## src/hdl/vlrc_pkg.sv

```systemverilog
// ----------------------------------------------------------------------------
// vlrc_pkg
// shared constants, codes and controller/datapath interface types of the
// versioned lru read cache controller
// ----------------------------------------------------------------------------
package vlrc_pkg;

  localparam int ENTRIES  = 1024;
  localparam int SLOT_W   = $clog2(ENTRIES);
  localparam int CNT_W    = SLOT_W + 1;
  localparam int STORAGES = 16;
  localparam int SID_W    = 4;
  localparam int OFF_W    = 40;
  localparam int VER_W    = 16;
  localparam int RB_W     = 13;
  localparam int REQ_W    = 3;
  localparam int STAT_W   = 3;
  localparam int TAG_W    = SID_W + OFF_W + VER_W;

  localparam logic [RB_W-1:0] RB_RESET = RB_W'(48);

  // request codes
  localparam logic [REQ_W-1:0] REQ_READ    = REQ_W'(0);
  localparam logic [REQ_W-1:0] REQ_STAGE   = REQ_W'(1);
  localparam logic [REQ_W-1:0] REQ_COMMIT  = REQ_W'(2);
  localparam logic [REQ_W-1:0] REQ_DROP    = REQ_W'(3);
  localparam logic [REQ_W-1:0] REQ_DISCARD = REQ_W'(4);
  localparam logic [REQ_W-1:0] REQ_CLEAR   = REQ_W'(5);

  // result status codes
  localparam logic [STAT_W-1:0] ST_BYPASS = STAT_W'(0);
  localparam logic [STAT_W-1:0] ST_HIT    = STAT_W'(1);
  localparam logic [STAT_W-1:0] ST_MISS   = STAT_W'(2);
  localparam logic [STAT_W-1:0] ST_DONE   = STAT_W'(3);
  localparam logic [STAT_W-1:0] ST_ERROR  = STAT_W'(4);

  typedef enum logic [3:0] {
    S_IDLE,
    S_EXEC,
    S_SCAN,
    S_HIT_RD,
    S_HIT_UNLINK,
    S_HIT_APPEND,
    S_MISS_RD,
    S_MISS_EVICT,
    S_MISS_APPEND,
    S_RESP
  } state_t;

  typedef struct packed {
    logic accept;
    logic exec;
    logic scan;
    logic link_rd;
    logic hit_unlink;
    logic hit_append;
    logic miss_evict;
    logic miss_append;
    logic load_out;
  } cmd_t;

  typedef struct packed {
    logic is_read;
    logic bypass;
    logic match;
    logic scan_end;
    logic full;
    logic slot_newest;
    logic out_free;
  } stat_t;

endpackage

```

## src/hdl/vlrc_ctrl.sv

```systemverilog
// ----------------------------------------------------------------------------
// vlrc_ctrl
// request sequencer: steps the datapath through decode, tag scan, lru relink
// and result hand-off
// ----------------------------------------------------------------------------
module vlrc_ctrl (
  input  logic             clk,
  input  logic             rst_n,
  input  logic             in_valid,
  output logic             in_ready,
  input  vlrc_pkg::stat_t  stat,
  output vlrc_pkg::cmd_t   cmd
);

  vlrc_pkg::state_t state_r, state_nxt;

  always_ff @(posedge clk) begin
    if (!rst_n) begin
      state_r <= vlrc_pkg::S_IDLE;
    end else begin
      state_r <= state_nxt;
    end
  end

  always_comb begin
    state_nxt = state_r;
    unique case (state_r)
      vlrc_pkg::S_IDLE: begin
        if (in_valid) state_nxt = vlrc_pkg::S_EXEC;
      end
      vlrc_pkg::S_EXEC: begin
        if (stat.is_read && !stat.bypass) state_nxt = vlrc_pkg::S_SCAN;
        else state_nxt = vlrc_pkg::S_RESP;
      end
      vlrc_pkg::S_SCAN: begin
        if (stat.match) state_nxt = vlrc_pkg::S_HIT_RD;
        else if (stat.scan_end) begin
          state_nxt = stat.full ? vlrc_pkg::S_MISS_RD : vlrc_pkg::S_MISS_APPEND;
        end
      end
      vlrc_pkg::S_HIT_RD: begin
        state_nxt = stat.slot_newest ? vlrc_pkg::S_RESP : vlrc_pkg::S_HIT_UNLINK;
      end
      vlrc_pkg::S_HIT_UNLINK:  state_nxt = vlrc_pkg::S_HIT_APPEND;
      vlrc_pkg::S_HIT_APPEND:  state_nxt = vlrc_pkg::S_RESP;
      vlrc_pkg::S_MISS_RD:     state_nxt = vlrc_pkg::S_MISS_EVICT;
      vlrc_pkg::S_MISS_EVICT:  state_nxt = vlrc_pkg::S_MISS_APPEND;
      vlrc_pkg::S_MISS_APPEND: state_nxt = vlrc_pkg::S_RESP;
      vlrc_pkg::S_RESP: begin
        if (stat.out_free) state_nxt = vlrc_pkg::S_IDLE;
      end
      default: state_nxt = vlrc_pkg::S_IDLE;
    endcase
  end

  always_comb begin
    cmd      = '0;
    in_ready = 1'b0;
    unique case (state_r)
      vlrc_pkg::S_IDLE: begin
        in_ready   = 1'b1;
        cmd.accept = in_valid;
      end
      vlrc_pkg::S_EXEC:        cmd.exec = 1'b1;
      vlrc_pkg::S_SCAN:        cmd.scan = 1'b1;
      vlrc_pkg::S_HIT_RD:      cmd.link_rd = 1'b1;
      vlrc_pkg::S_HIT_UNLINK:  cmd.hit_unlink = 1'b1;
      vlrc_pkg::S_HIT_APPEND:  cmd.hit_append = 1'b1;
      vlrc_pkg::S_MISS_RD:     cmd.link_rd = 1'b1;
      vlrc_pkg::S_MISS_EVICT:  cmd.miss_evict = 1'b1;
      vlrc_pkg::S_MISS_APPEND: cmd.miss_append = 1'b1;
      vlrc_pkg::S_RESP:        cmd.load_out = stat.out_free;
      default: ;
    endcase
  end

endmodule

```

## config.mk

```make
export PLATFORM = sky130hd
export DESIGN_NAME = vlrc_ctrl
export DESIGN_NICKNAME = d
export VERILOG_FILES = /design/src/hdl/vlrc_pkg.sv /design/src/hdl/vlrc_ctrl.sv
export SDC_FILE = /design/constraint.sdc
export NUM_CORES = 1
export LEC_CHECK = 0
export BUFFER_PORTS_ARGS = -buffer_cell sky130_fd_sc_hd__buf_4
export CAP_MARGIN = 20
export CORE_AREA = 2 2 39 41
export CTS_CLUSTER_SIZE = 16
export DETAILED_ROUTE_END_ITERATION = 8
export DIE_AREA = 0 0 41 43
export GPL_ROUTABILITY_DRIVEN = 0
export PLACE_DENSITY_LB_ADDON = 0.12
export RECOVER_POWER = 50
export SYNTH_ARGS = -nofsm -noshare
export SYNTH_HDL_FRONTEND = slang
export SYNTH_SLANG_ARGS = --single-unit
```

## constraint.sdc

```tcl
create_clock -name clk -period 1.35 [get_ports clk]
set_clock_uncertainty 0.2 [all_clocks]
set_input_delay 0.2025 -clock clk [delete_from_list [all_inputs] [get_ports clk]]
set_output_delay 0.2025 -clock clk [all_outputs]
set_load 0.01 [all_outputs]
```

==> run_results.csv <==
group,metric,value,unit
run_status,status,"complete, but fails checks",
run_status,violations,"negative setup slack",
sta,rsz0062_at_grt,"yes",
placement,dp_slack,-134,ps
placement,dp_cells,104,
power,finalPower,0.881,mW
synth,synth_edf_count,0,
sta,final-setup-viol-count,14,
layout,utilization,68.4,%
run,max_cap_viol_count,0,
power,irDropWorstVdd,0.603,mV
layout,reg_top3,"state_r x4",
synth,synth_top_area_share,19.7,%
layout,largest_reg_flops,4,
routing,wirelength,1.37,mm
clock_network,cts_tree,"done",
synth,yosysTopAreaCell,"dfxtp_1",
worst_setup_path,regToRegStartpoint,"state_r[0]$_SDFFE_PN0P_",
clock_network,clk_pin_slew,40,ps
global_routing,gr-total-overflow,0,
worst_setup_path,cp.required,950,ps
floorplanning,io_pins,20,
routing,vias_per_cell,5.08,
sta,fin_hold_ws,17.4,ps
clock_network,cts-hold-fix-buffers,0,
placement,dpl-instance-area,719,um^2
layout,area_growth,133,%
sta,slew_headroom,79.1,%
layout,n_antenna_cell,0,
routing,top_layer,"met4",
global_routing,antenna_found_initial,0,
clock_network,clock-root-buffer,"clkbuf_4",
power,powerDensity,931,nW/um^2
routing,wire_per_inst,12.4,um
floorplanning,die_w,41,um
sta,finalSetupTns,-2330,ps
global_routing,grt_pass1_vias,558,
clock_network,cts_max_path_buffers,2,
floorplanning,coreArea,1380,um^2
clock_network,htreeDepth,1,
floorplanning,rows,14,
synth,yosys-top-cells-area,"dfxtp_1 20%, nor3b_1 9.2%, nor2_1 7.4%",
worst_setup_path,path_max_fanout,5,
placement,io_buffer_count,19,
power,p_leak,0.408,nW
synth,yosys.cell_types.count,24,
worst_setup_path,crit_arrival,1240,ps
floorplanning,start_util,29.4,%
clock_network,insertion_delay,250,ps
routing,ant_nets,0,
layout,fillers,118,
routing,drtIter0Drc,3,
synth,netlist_area,407,um^2
global_routing,grt_pass1_wl,2.15,mm
clock_network,cts_made_buffers,3,
synth,synth_cells,54,
sta,worstMarginPinSlew,313,ps
sta,fin_ws,-289,ps
synth,synthArstFlopShare,0,%
synth,synth_seq_cells,4,
routing,wl_met3,75,um
synth,synth_nets,64,
routing,first_pass_iters,4,
sta,final_max_slew_viol_count,0,
routing,drc,0,
sta,max_freq,610,MHz
layout,final_cell_area,946,um^2
synth,yosys_most_used_dff,"dfxtp_1",
synth,synth.avg_cell_area,7.53,um^2
min_path,worstHoldPathType,"primary input to register",
synth,ys_seq_area_share,19.7,%
placement,dpl.hpwl,994,um
routing,num_vias,564,
layout,layout-drive-gt1-share,74.7,%
layout,final_cells,111,
floorplanning,fp.dieArea,1760,um^2
routing,wl_met1,516,um
worst_setup_path,startpoint,"state_r[3]$_SDFFE_PN0P_",
routing,met2WireLength,755,um
worst_setup_path,path_class,"register to output port",
global_routing,grt_max_degree,9,
sta,finalHoldViolCount,0,
sta,fin_crit_sh,121,%
layout,fin_nets,107,
min_path,min_from,"rst_n",
clock_network,cts.sinks,4,
synth,synth_warnings,0,
worst_setup_path,crit_path_start_kind,"register",
floorplanning,die_h,43,um
worst_setup_path,end_kind,"output port",
global_routing,grt_use_total,18.4,%
layout,regMostFlops,"state_r",
sta,fin_crit,1640,ps
[cell families (layout without fill, tap and decap cells)]
logic type,after synthesis,in the layout,synth area share (%)
and+or+nand+nor,31,31,47.4
AOI/OAI and AO/OA,11,11,22.8
buffers and inverters,7,48,7.38
DFF,4,4,19.7
muxes,1,1,2.77
[routing by layer]
metal  vias up  track usage (%)
met4         0             8.00
met1       257             18.0
li1        284                -
met3         2             4.71
met5         -                0
met2        21             33.1
[worst max-delay path, stage by stage (launching register included)]
cell     delay, ps
dfxtp_2        340
buf_6          120
nor4_4         260
and2_4         180
buf_6           90
[layout by cell type, fill, tap and decap left out, drive strengths merged]
master,count
buf,42
nor2,8
nor3b,5
nor3,5
dfxtp,4
nand2b,4
inv,3
clkbuf,3
a21oi,3
nor4b,3
o32ai,2
o21ai,2
nand2,2
nor4,1
and3,1
and2,1
o41ai,1
a2111oi,1
mux2,1
nand4b,1
a31oi,1
o31ai,1
[report_power, final]
group	total [mW]	internal [mW]	switching, mW
sequential	0.175	0.139	0.0363
clock	0.155	0.0998	0.0553
combinational	0.551	0.315	0.236
[cell type report]
type                            instances  area [um^2]  share of cell area (%)
Multi-Input combinational cell         43          430                    45.5
Timing Repair Buffer                   42          369                    39.0
Sequential cell                         4         92.6                    9.79
Clock buffer                            3         22.5                    2.38
Tap cell                               16         20.0                    2.12
Inverter                                3         11.3                    1.19
[synthesized netlist by cell type, drive strengths merged (2+ instances only)]
cell and n:
nor2 8, nor3 5, nor3b 5, dfxtp 4, nand2b 4, a21oi 3
buf 3, inv 3, nor4b 3, nand2 2, o21ai 2, o32ai 2
[repair_timing]
item                                   CTS  global route
buffers inserted                         3             1
pin swaps                                9             8
setup endpoints to repair               14            14
endpoints found under the hold margin    0             0
gates resized for setup                 23            19
[path summary, 6_finish.rpt]
kind	end	cells after the start	slack [ps]
worst max-delay path	cmd[8]	4	-290
worst min-delay path	state_r[2]$_SDFFE_PN0P_	3	20
worst max register to register	state_r[0]$_SDFFE_PN0P_	5	-120
worst min register to register	state_r[2]$_SDFFE_PN0P_	3	430
No activity file was read; power rests on OpenSTA's default activity.
